`src/sv/c_bracket_nesting_checker_defines.svh`:
```
// Assertion macros used by the back end of the bracket nesting checker RTL.
`ifndef C_BRACKET_NESTING_CHECKER_DEFINES_SVH
`define C_BRACKET_NESTING_CHECKER_DEFINES_SVH

// Same-cycle implication, disabled during reset.
`define CBN_ASSERT_HOLDS(label, clk, rst, ante, cons, msg) \
   label: assert property (@(posedge clk) disable iff (rst) (ante) |-> (cons)) \
      else $error(msg);

// Next-cycle implication, disabled during reset.
`define CBN_ASSERT_NEXT(label, clk, rst, ante, cons, msg) \
   label: assert property (@(posedge clk) disable iff (rst) (ante) |=> (cons)) \
      else $error(msg);

`endif

```
`src/sv/cbn_pkg.sv`:
```
// Shared types and constants of the bracket nesting checker.
`default_nettype none

package cbn_pkg;

   localparam int STACK_DEPTH_DEF = 64;
   localparam int QUEUE_DEPTH     = 2;
   localparam int DEPTH_W         = 7;

   localparam logic [7:0] CH_LPAREN = 8'h28;
   localparam logic [7:0] CH_RPAREN = 8'h29;
   localparam logic [7:0] CH_LBRACK = 8'h5B;
   localparam logic [7:0] CH_RBRACK = 8'h5D;
   localparam logic [7:0] CH_LBRACE = 8'h7B;
   localparam logic [7:0] CH_RBRACE = 8'h7D;
   localparam logic [7:0] CH_QUOTE  = 8'h22;
   localparam logic [7:0] CH_STAR   = 8'h2A;
   localparam logic [7:0] CH_SLASH  = 8'h2F;
   localparam logic [7:0] CH_BSLASH = 8'h5C;

   typedef enum logic [1:0] {
      FUNC_CHAR = 2'd0,
      FUNC_EOL  = 2'd1,
      FUNC_EOT  = 2'd2,
      FUNC_NONE = 2'd3
   } func_type;

   typedef enum logic [2:0] {
      CLS_OTHER  = 3'd0,
      CLS_OPEN   = 3'd1,
      CLS_CLOSE  = 3'd2,
      CLS_QUOTE  = 3'd3,
      CLS_STAR   = 3'd4,
      CLS_SLASH  = 3'd5,
      CLS_BSLASH = 3'd6
   } cls_type;

   typedef enum logic [1:0] {
      BR_PAREN  = 2'd0,
      BR_SQUARE = 2'd1,
      BR_CURLY  = 2'd2
   } br_type;

   typedef enum logic [2:0] {
      ST_OK       = 3'd0,
      ST_MISMATCH = 3'd1,
      ST_QUOTE    = 3'd2,
      ST_UNCLOSED = 3'd3,
      ST_OVERFLOW = 3'd4
   } status_type;

   // One classified word as it travels from front to back.
   typedef struct packed {
      func_type kind;
      cls_type  cls;
      br_type   code;
   } item_type;

endpackage

`default_nettype wire

```
`src/sv/cbn_ram.sv`:
```
// Generic single-write, single-read RAM with registered read data.
`default_nettype none

module cbn_ram #(
   parameter int WIDTH = 2,
   parameter int DEPTH = 64
) (
   input  wire logic                     clock,
   input  wire logic                     wr_en,
   input  wire logic [$clog2(DEPTH)-1:0] wr_addr,
   input  wire logic [WIDTH-1:0]         wr_data,
   input  wire logic [$clog2(DEPTH)-1:0] rd_addr,
   output logic      [WIDTH-1:0]         rd_data
);

   logic [WIDTH-1:0] mem_ff [DEPTH];
   logic [WIDTH-1:0] rd_data_ff;

   always_ff @(posedge clock) begin
      if (wr_en) begin
         mem_ff[wr_addr] <= wr_data;
      end
      rd_data_ff <= mem_ff[rd_addr];
   end

   assign rd_data = rd_data_ff;

endmodule

`default_nettype wire

```
`src/sv/cbn_back.sv`:
```
// Back end: comment and quote tracking, bracket stack and result register.
`default_nettype none

`include "c_bracket_nesting_checker_defines.svh"

module cbn_back import cbn_pkg::*; #(
   parameter int STACK_DEPTH = STACK_DEPTH_DEF
) (
   input  wire logic        clock,
   input  wire logic        reset,
   input  wire logic        q_valid,
   input  item_type         q_item,
   output logic             q_pop,
   output logic             rsp_tvalid,
   input  wire logic        rsp_tready,
   output logic [15:0]      rsp_tdata,   // [2:0] status, [9:3] nesting_depth, [10] in_comment
   output logic             rsp_tlast    // final_res
);

   localparam int SP_W  = $clog2(STACK_DEPTH + 1);
   localparam int IDX_W = $clog2(STACK_DEPTH);

   logic [SP_W-1:0]  sp_ff, sp_in;
   logic             block_ff, block_in;
   logic             line_ff, line_in;
   logic             quote_ff, quote_in;
   cls_type          prev_ff, prev_in;
   logic             consumed_ff, consumed_in;
   status_type       err_ff, err_in;
   logic             fwd_hit_ff, fwd_hit_in;
   br_type           fwd_data_ff;
   logic             rsp_valid_ff, rsp_valid_in;
   logic [15:0]      rsp_data_ff;
   logic             rsp_last_ff;

   logic             fire;
   logic             pair_ok;
   br_type           top;
   logic             ram_wr_en;
   logic [IDX_W-1:0] ram_wr_addr;
   br_type           ram_wr_data;
   logic [IDX_W-1:0] ram_rd_addr;
   logic [1:0]       ram_rd_data;

   assign fire    = q_valid && (!rsp_valid_ff || rsp_tready);
   assign q_pop   = fire;
   assign pair_ok = !consumed_ff;
   // A push in the previous cycle is not yet visible on the RAM read port.
   assign top     = fwd_hit_ff ? fwd_data_ff : br_type'(ram_rd_data);

   always_comb begin
      sp_in       = sp_ff;
      block_in    = block_ff;
      line_in     = line_ff;
      quote_in    = quote_ff;
      prev_in     = prev_ff;
      consumed_in = consumed_ff;
      err_in      = err_ff;
      ram_wr_en   = 1'b0;
      ram_wr_addr = sp_ff[IDX_W-1:0];
      ram_wr_data = q_item.code;
      if (fire && err_ff == ST_OK) begin
         case (q_item.kind)
            FUNC_CHAR: begin
               if (!line_ff) begin
                  if (pair_ok && block_ff && prev_ff == CLS_STAR && q_item.cls == CLS_SLASH) begin
                     block_in    = 1'b0;
                     prev_in     = q_item.cls;
                     consumed_in = 1'b1;
                  end else if (pair_ok && !block_ff && !quote_ff && prev_ff == CLS_SLASH &&
                               (q_item.cls == CLS_SLASH || q_item.cls == CLS_STAR)) begin
                     if (q_item.cls == CLS_SLASH) begin
                        line_in = 1'b1;
                     end else begin
                        block_in = 1'b1;
                     end
                     prev_in     = q_item.cls;
                     consumed_in = 1'b1;
                  end else begin
                     prev_in     = q_item.cls;
                     consumed_in = 1'b0;
                     if (!block_ff) begin
                        if (quote_ff) begin
                           if (q_item.cls == CLS_QUOTE && prev_ff != CLS_BSLASH) begin
                              quote_in = 1'b0;
                           end
                        end else begin
                           case (q_item.cls)
                              CLS_QUOTE: quote_in = 1'b1;
                              CLS_OPEN: begin
                                 if (sp_ff >= SP_W'(STACK_DEPTH)) begin
                                    err_in = ST_OVERFLOW;
                                 end else begin
                                    ram_wr_en = 1'b1;
                                    sp_in     = sp_ff + 1'b1;
                                 end
                              end
                              CLS_CLOSE: begin
                                 if (sp_ff == '0) begin
                                    err_in = ST_MISMATCH;
                                 end else begin
                                    sp_in = sp_ff - 1'b1;
                                    if (top != q_item.code) begin
                                       err_in = ST_MISMATCH;
                                    end
                                 end
                              end
                              default: ;
                           endcase
                        end
                     end
                  end
               end
            end
            FUNC_EOL, FUNC_EOT: begin
               if (quote_ff) begin
                  err_in = ST_QUOTE;
               end else if (q_item.kind == FUNC_EOT && (block_ff || sp_ff != '0)) begin
                  err_in = ST_UNCLOSED;
               end
               quote_in    = 1'b0;
               line_in     = 1'b0;
               prev_in     = CLS_OTHER;
               consumed_in = 1'b1;
            end
            default: ;
         endcase
      end
   end

   // Keep the read port on the entry that will be the top after this word.
   assign ram_rd_addr = IDX_W'(sp_in - 1'b1);
   assign fwd_hit_in  = ram_wr_en && (ram_wr_addr == ram_rd_addr);

   cbn_ram #(
      .WIDTH (2),
      .DEPTH (STACK_DEPTH)
   ) u_stack (
      .clock   (clock),
      .wr_en   (ram_wr_en),
      .wr_addr (ram_wr_addr),
      .wr_data (ram_wr_data),
      .rd_addr (ram_rd_addr),
      .rd_data (ram_rd_data)
   );

   always_comb begin
      rsp_valid_in = rsp_valid_ff;
      if (fire) begin
         rsp_valid_in = 1'b1;
      end else if (rsp_tready) begin
         rsp_valid_in = 1'b0;
      end
   end

   always_ff @(posedge clock) begin
      if (reset) begin
         sp_ff        <= '0;
         block_ff     <= 1'b0;
         line_ff      <= 1'b0;
         quote_ff     <= 1'b0;
         prev_ff      <= CLS_OTHER;
         consumed_ff  <= 1'b1;
         err_ff       <= ST_OK;
         fwd_hit_ff   <= 1'b0;
         rsp_valid_ff <= 1'b0;
      end else begin
         sp_ff        <= sp_in;
         block_ff     <= block_in;
         line_ff      <= line_in;
         quote_ff     <= quote_in;
         prev_ff      <= prev_in;
         consumed_ff  <= consumed_in;
         err_ff       <= err_in;
         fwd_hit_ff   <= fwd_hit_in;
         rsp_valid_ff <= rsp_valid_in;
      end
   end

   always_ff @(posedge clock) begin
      fwd_data_ff <= ram_wr_data;
      if (fire) begin
         rsp_data_ff <= {5'b0, block_in, DEPTH_W'(sp_in), err_in};
         rsp_last_ff <= (q_item.kind == FUNC_EOT);
      end
   end

   assign rsp_tvalid = rsp_valid_ff;
   assign rsp_tdata  = rsp_data_ff;
   assign rsp_tlast  = rsp_last_ff;

   `CBN_ASSERT_NEXT(a_err_sticky, clock, reset, err_ff != ST_OK, err_ff != ST_OK, "error cleared")
   `CBN_ASSERT_NEXT(a_err_frozen, clock, reset, err_ff != ST_OK,
                    $stable(sp_ff) && $stable(block_ff), "state moved after error")
   `CBN_ASSERT_HOLDS(a_sp_range, clock, reset, 1'b1, sp_ff <= SP_W'(STACK_DEPTH),
                     "stack pointer beyond depth")
   `CBN_ASSERT_NEXT(a_push_fwd, clock, reset, ram_wr_en, fwd_hit_ff, "push not forwarded to top")

endmodule

`default_nettype wire

```
`config.mk`:
```
export PLATFORM = sky130hd
export DESIGN_NAME = cbn_back
export DESIGN_NICKNAME = d
export VERILOG_FILES = /design/src/sv/cbn_pkg.sv /design/src/sv/cbn_ram.sv /design/src/sv/cbn_back.sv
export VERILOG_INCLUDE_DIRS = /design/src /design/src/sv
export SDC_FILE = /design/constraint.sdc
export NUM_CORES = 1
export LEC_CHECK = 0
export BUFFER_PORTS_ARGS = -buffer_cell sky130_fd_sc_hd__clkbuf_2
export CORE_MARGIN = 2
export CORE_UTILIZATION = 25
export CTS_BUF_LIST = sky130_fd_sc_hd__clkbuf_4
export DETAILED_ROUTE_END_ITERATION = 8
export PLACE_DENSITY = 0.45
export SLEW_MARGIN = 20
export SYNTH_ARGS = -nofsm -noshare
export SYNTH_HDL_FRONTEND = slang
export SYNTH_SLANG_ARGS = --single-unit
```
`constraint.sdc`:
```
create_clock -name clock -period 9.2 [get_ports clock]
set_input_delay 0.46 -clock clock [delete_from_list [all_inputs] [get_ports clock]]
set_output_delay 0.46 -clock clock [all_outputs]
set_load 0.01 [all_outputs]
```
==> results of run 1 <==
[metal layers]
layer	part of all wire (%)	vias to the layer above	wire, um	track usage [%]
met3	4.1	17	735	3.20
met1	47	2264	8290	16.0
met5	0	-	0	0
met4	1.5	0	259	3.26
li1	-	2042	-	-
met2	48	96	8490	19.3
[worst min-delay path by stage]
stage / cells past startpoint / startpoint / slack [ps] / end
after floorplan: 2 / prev_ff[2] / 480 / prev_ff[2]
after global placement: 2 / prev_ff[2] / 520 / prev_ff[2]
after detailed placement: 2 / prev_ff[2] / 520 / prev_ff[2]
after CTS: 2 / q_valid / 90 / rsp_tvalid
after global routing: 2 / q_valid / 70 / rsp_tvalid
final: 2 / q_valid / 130 / rsp_tvalid
[power breakdown]
part	internal (mW)	switching [mW]	total [mW]
Combinational	0.0235	0.0427	0.0662
Sequential	0.806	0.00255	0.808
Clock	0.126	0.299	0.425
Total	0.955	0.344	1.30
[stage by stage]
stage / worst slack (ps) / utilization (%) / instances / hold slack, ps
finish: 4320 / 28.3 / 943 / 133
global route: 3930 / 28.3 / 943 / 73.1
CTS: 4400 / 28.3 / 943 / 88.4
detailed placement: 4310 / 27.3 / 911 / 517
global placement: 4320 / 27.3 / 911 / 518
floorplan: 5140 / - / 528 / 480
[registers in the layout, indices dropped and copies added, names as in the netlist]
register,cells
err_ff,3
line_ff,1
quote_ff,1
sp_ff,7
fwd_hit_ff,1
consumed_ff,1
u_stack.mem_ff,128
block_ff,1
prev_ff,3
rsp_tdata,11
fwd_data_ff,2
rsp_tlast,1
rsp_tvalid,1
u_stack.rd_data,2
[cells in the final DEF, fill, tap and decap left out, drive strengths merged, types with 6 or more instances in the layout]
master / synthesis / final
nor3: 6 / 6
edfxtp: 140 / 140
nor2b: 14 / 14
nor2: 88 / 88
xnor2: 9 / 9
nor3b: 17 / 17
dfxtp: 23 / 23
inv: 15 / 24
mux4: 32 / 32
nand2: 20 / 20
clkbuf: 15 / 41
ha: 6 / 6
and3: 20 / 20
o41ai: 8 / 8
nand3: 9 / 9
a21oi: 6 / 6
buf: 17 / 7
[worst max-delay path, stage by stage, from the launching register on]
cell       delay [ps]
dfxtp_1           600
inv_1             120
ha_1              230
nor4b_2           200
a211o_1           320
a2111oi_0         640
a21oi_1           190
ha_1              330
xor2_4            170
buf_4             450
mux4_2            380
and3_1            210
o41ai_1           740
nand4_1           150
[kinds of logic after synthesis]
kind of cell	after synthesis	share of synthesized area [%]
other cells	1	0.0511
xor+xnor	12	1.64
fa+ha+maj	6	1.02
mux	34	10.1
simple gates	208	15.0
compound gates	53	5.53
flops	163	63.6
buf+inv	47	3.14
[final cells by class]
cell class,instances,area [um^2]
clock buffer,17,128
clock inverter,15,160
fill,2902,20600
inverter,15,56.3
multi-input combinational,318,2480
sequential,163,4660
tap,384,480
timing repair buffer,31,173
==> flow_results.org, run 1 <==
** Outcome
- Result of the run :: completed

** Yosys
- Avg Inst Size Synth :: ~14 um^2
- The synthesized design devotes to its leading area cell type 57.3% of total area.
- Leading area contributor after synthesis :: edfxtp_1
- EDFF count, synth :: 140
- Yosys attributes the largest share of cell area to edfxtp_1 (57%), mux4_2 (9.8%), dfxtp_1 (6.3%).
- Seq/Total Area, Yosys :: 63.6%
- After technology mapping, the gate count stands at 524.
- For this run, asynchronously set or reset flops after synthesis account for 0%.
- Among all cell types in the netlist, the one instantiated most often is edfxtp_1.
- Most used flip-flop cell after synthesis :: edfxtp_1
- For this run, the number of Yosys warnings is 0.
- Post-synthesis instance area :: between 7000 and 8000 um^2
- Synthesis inferred 163 register bits.
- Most common library cells after synthesis :: edfxtp_1 (140), nor2_1 (88), mux4_2 (32)
- The netlist uses 62 different library cells.

** STA
- Transition time at the pin with the least slew margin :: between 900 and 1000 ps
- Setup violations remaining at the end of the flow were counted as 0.
- Final count of hold timing violations :: 0
- The worst path in the final design needs a cycle of 4880 ps, including I/O delays and setup.
- Headroom to the max-slew limit came out at 38.8%.
- Based on the critical path, the design can be clocked at up to 0.205 GHz.
- Setup repair after global routing left no endpoint under its margin.
- For the final database, setup skew stands at 24.5 ps.
- After routing, the total negative slack on setup checks comes to 0 ps.
- In the finished design, the share of the clock period the worst path needs comes to 53.1%.
- The max-slew violation count is 0.

** Detailed routing
- Drt via density :: 4.69
- DRC :: 0
- In the final routed layout, each cell accounts on average for 18.8 um.
- Iteration-0 DRC count of the detailed router :: roughly 340
- Vias :: 4419
- Remaining antenna violation count :: 0
- Wires add up to approximately 18000 um.
- Number of search-and-repair iterations in the first detailed-routing pass :: 5

** Place
- Global placement routability congestion :: between 0.8 and 0.9
- Dpl hpwl :: approximately 12000 um
- Number of port buffers :: 24
- DP Area :: roughly 7900 um^2

** Critical path
- Worst setup path start :: sp_ff[1]
- For the worst flop-to-flop path, the logic depth is 13.
- STA classifies the critical path startpoint as a flip-flop.
- Minimum setup slack among reg-to-reg paths :: 4320 ps
- Worst Path Class, Setup :: flip-flop to flip-flop
- Critical path data required time :: 9630 ps
- In this run the critical register-to-register path is launched from sp_ff[1].
- In this run the worst path has a maximum fanout of 33.
- Worst Setup End Kind :: flip-flop
- Following the worst setup path forward leads to its endpoint at u_stack.rd_data[1].
- The worst register-to-register path ends at u_stack.rd_data[1].
- Data arrives at the worst endpoint at 5310 ps.

** Power
- Power consumption :: 1.30 mW
- Power spread over the standard cell area amounts to 160 nW/um^2.
- VDD sags by at most 0.0852 mV.
- Leak Pwr :: 2.58 nW

** Floorplanning
- Chip Width :: approximately 180 um
- I/O pin total :: 30
- Area inside the core boundary :: 28800 um^2
- After floorplanning, the core was divided into 62 placement rows.
- For this configuration, the core starts out at a cell density of 25.5%.
- Floorplan die height :: 175 um
- Die outline area :: 30700 um^2

** Worst hold path
- The path class of the tightest hold or removal check is input pin to flip-flop.

** Clock tree
- Post-CTS Setup Inserts :: 0
- Maximum clock insertion buffer count :: 2
- Resized cells post-CTS :: 0
- The clock reaches the later pin of the worst-skew pair after approximately 580 ps.
- The clock tree synthesis step divided the H-tree into 4 levels.
- In this run, CTS created clock tree buffers numbering 17.
- TritonCTS clock tree :: done
- Clock tree root buffer cell :: clkbuf_4
- The clock net in this run drives a total of ~160 sinks.
- Hold repair after CTS inserted 0 buffers.
- Clock-pin slew was measured on the worst setup and hold paths at roughly 150 ps.

** Global route
- GRT Residual Overflow :: 0
- Entering global routing, the biggest net connects 67 pins.
- Global routing consumed, over all layers together, between 10% and 20% of the routing resources.
- The via count of the first global-routing pass came to ~4600.
- Global-route wire length before repair :: around 27000 um
- The initial antenna violation count is 0.

** Final layout
- Synth-to-layout area growth :: 10.9%
- Net count, final :: 563
- Final instance area :: 8140 um^2
- The post-route netlist has 20.2% of its cells at a drive strength greater than 1.
- The repair_antennas step left the layout with diodes totalling 0.

** Job
- Max Cap Viol :: 0
(Power assumes the default switching activity.)
==> run 2, diff against run 1 <==
--- a/config.mk
+++ b/config.mk
@@ -11,7 +11,7 @@
 export CORE_UTILIZATION = 25
 export CTS_BUF_LIST = sky130_fd_sc_hd__clkbuf_4
 export DETAILED_ROUTE_END_ITERATION = 8
-export PLACE_DENSITY = 0.45
+export PLACE_DENSITY = 0.46
 export SLEW_MARGIN = 20
 export SYNTH_ARGS = -nofsm -noshare
 export SYNTH_HDL_FRONTEND = slang
==> constraint.sdc (replaced) <==
create_clock -name clock -period 4 [get_ports clock]
set_input_delay 0.2 -clock clock [delete_from_list [all_inputs] [get_ports clock]]
set_output_delay 0.2 -clock clock [all_outputs]
set_load 0.01 [all_outputs]
==> run 2 against run 1 <==
Fmax grew 30%. Register-to-register slack worse by 4100 ps. Clock skew shrank 3.5 ps. Critical path depth is 1 lower. Critical endpoint unchanged.
==> flow_results.org, run 2 (synthesized netlist as in run 1, its figures left out) <==
** Clock tree
- Clock transition time at the flip-flop clock pins of the worst setup and hold paths :: 150 ps (about the same)
- H-tree depth reported by CTS :: 4 (unchanged)
- Maximum clock insertion buffer count :: 2 (unchanged)
- Worst skew pair latency :: 570 ps (was 580 ps)
- The library cell used as clock root buffer is clkbuf_4 (unchanged).
- TritonCTS clock tree :: done (unchanged)
- Clock sink total :: 163 (unchanged)
- The total setup buffers inserted after CTS came to 0 (unchanged).
- Number of buffers created by CTS :: 17 (unchanged)

** Place
- Dpl hpwl :: 12300 um (was 11600 um)
- Number of port buffers :: 24 (unchanged)
- The cell count after placement is 956 (was 911).
- Global placement routability congestion :: 0.768 (was 0.827)
- The post-placement cell area is 8230 um^2 (was 7850 um^2).

** Critical path
- The critical path required time was 4430 ps (was 9630 ps).
- Critical path startpoint category :: flip-flop (unchanged)
- The data arrival time at the worst-slack endpoint is 4180 ps (was 5310 ps).
- The largest fanout on the critical path was 28 (was 33).
- The critical path start-end classification is flip-flop to flip-flop (unchanged).
- The kind of capture point of the worst setup path is a flip-flop (unchanged).

** Detailed routing
- The routed metal-1 wirelength was 8560 um (was 8290 um).
- The via count came to 4574 (was 4419).
- Remaining antenna violation count :: 0 (unchanged)
- The wire length reported by the detailed router is 18100 um (was 17800 um).
- The initial detailed-routing violation count is 411 (was 337).
- Routed length on met3 :: 755 um (was 735 um)
- DRC :: 0 (unchanged)
- The routed via count divided by cell count was 4.62 (was 4.69).
- Met2 Wirelength :: 8700 um (was 8490 um)
- Number of search-and-repair iterations in the first detailed-routing pass :: 5 (unchanged)
- Mean routed wirelength per cell :: 18.3 um (was 18.8 um)
- Uppermost signal routing layer after detailed routing :: met4 (unchanged)

** Global route
- Number of antenna violations at the first check in global routing :: 0 (unchanged)
- Number of global-route vias before repair :: 4733 (was 4639)
- Maximum number of pins on one net before global-route repair :: 67 (unchanged)
- Aggregate global-route resource usage :: 12.1% (was 12.0%)
- Global-route wire length before repair :: 28000 um (was 27500 um)
- GRT Residual Overflow :: 0 (unchanged)

** Final layout
- Commonest cells after routing, fill and taps aside: edfxtp_1 (140), nor2_1 (88), buf_4 (49), mux4_2 (32), clkbuf_2 (24) (was edfxtp_1 (140), nor2_1 (88), mux4_2 (32), clkbuf_2 (24), dfxtp_1 (23)).
- Final instance area :: 8550 um^2 (was 8140 um^2)
- The diode insertion count for antenna repair was 0 (unchanged).
- The filler cell count came to 2951 (was 2902).
- Flip-flop count of the largest register after layout :: 128 (unchanged)
- The ratio of cells with drive above 1 in the final layout was 26.6% (was 20.2%).
- Final standard cell count with taps included and fillers excluded :: 989 (was 943)
- The layout overhead on the synthesized area came to 16.5% (was 10.9%).
- Leading cell type in the layout, fill and taps excluded :: edfxtp_1 (unchanged)
- Net count, final :: 609 (was 563)
- Most flops, register :: u_stack.mem_ff (unchanged)

** Floorplanning
- The effective utilization at floorplan was 25.5% (unchanged).
- The site row count came to 62 (unchanged).
- Area inside the core boundary :: 28800 um^2 (unchanged)
- The count of boundary I/O pins is 30 (unchanged).
- Floorplan die height :: 175 um (unchanged)
- Chip Width :: 175 um (unchanged)
- Die outline area :: 30700 um^2 (unchanged)

** STA
- The maximum clock skew at final layout was 21.0 ps (was 24.5 ps).
- Final period util :: 93.8% (was 53.1%)
- Final setup viols :: 0 (unchanged)
- The clock period minus worst slack came to 3750 ps (was 4880 ps).
- Setup repair after global routing missed its margin :: no (unchanged)
- Total negative slack :: 0 ps (unchanged)
- Hold_ws :: 66.3 ps (was 133 ps)
- Peak clock frequency supported by timing :: 0.267 GHz (was 0.205 GHz)
- Worst slew margin relative to its limit :: 55.6% (was 38.8%)
- The max-slew violation count is 0 (unchanged).
- Final count of hold timing violations :: 0 (unchanged)
- Transition time at the pin with the least slew margin :: 666 ps (was 913 ps)

** Power
- The largest voltage drop on the vdd net came to 0.171 mV (was 0.0852 mV).
- The total power consumption of the routed design came to 3.05 mW (was 1.30 mW).
- Leak Pwr :: 2.82 nW (was 2.58 nW)
- Cell area power density :: 357 nW/um^2 (was 160 nW/um^2)

** Worst hold path
- Class of the most critical hold timing path :: input pin to flip-flop (unchanged)

** Job
- Max Cap Viol :: 0 (unchanged)

** Outcome
- Result of the run: completed (unchanged).
[run 2: worst paths after layout]
kind / startpoint / end / slack [ps] / cells past startpoint
hold / removal: q_item[3] / prev_ff[1] / 70 / 3
setup / recovery: line_ff / u_stack.rd_data[1] / 250 / 12
hold reg to reg: err_ff[0] / rsp_tdata[0] / 550 / 1
setup reg to reg: line_ff / u_stack.rd_data[1] / 250 / 12
[run 2: critical path, cell delays in order, from the launching register on]
cell	delay, ps
dfxtp_1	370
or4b_4	560
nor4_4	320
a31oi_1	150
or2_2	340
inv_1	90
ha_2	240
xor2_4	170
buf_12	220
mux4_2	330
and3_1	200
o41ai_1	470
nand4_1	130
[run 2: final cells by class]
cell class / count / area [um^2] / area share, %
inverter: 15 / 56.3 / 0.658
clock buffer: 18 / 135 / 1.58
multi-input combinational: 318 / 2490 / 29.1
timing repair buffer: 77 / 558 / 6.53
sequential: 163 / 4660 / 54.6
clock inverter: 14 / 164 / 1.92
tap: 384 / 480 / 5.62
[run 2: repair_timing]
action                     in CTS  in global routing
hold endpoints to repair        1                  0
hold buffers                    1                  0
gates resized for setup         0                  4
setup endpoints to repair       0                  2
[run 2: metrics by stage]
step	util, %	worst slack [ps]
floorplan	-	78.3
global placement	28.6	-24.8
detailed placement	28.6	-49.4
CTS	29.7	10.5
global route	29.7	39.7
finish	29.7	250
[run 2: routing by layer]
metal / global-route usage (%) / up-vias
met5: 0 / -
met2: 19.7 / 117
met3: 2.88 / 7
met1: 16.6 / 2325
li1: - / 2125
met4: 2.19 / 0
[run 2: power breakdown]
group          switching [mW]  internal, mW  leakage (nW)
Sequential            0.00416          1.85          1.46
Combinational           0.104        0.0706          1.21
Clock                   0.626         0.397         0.153
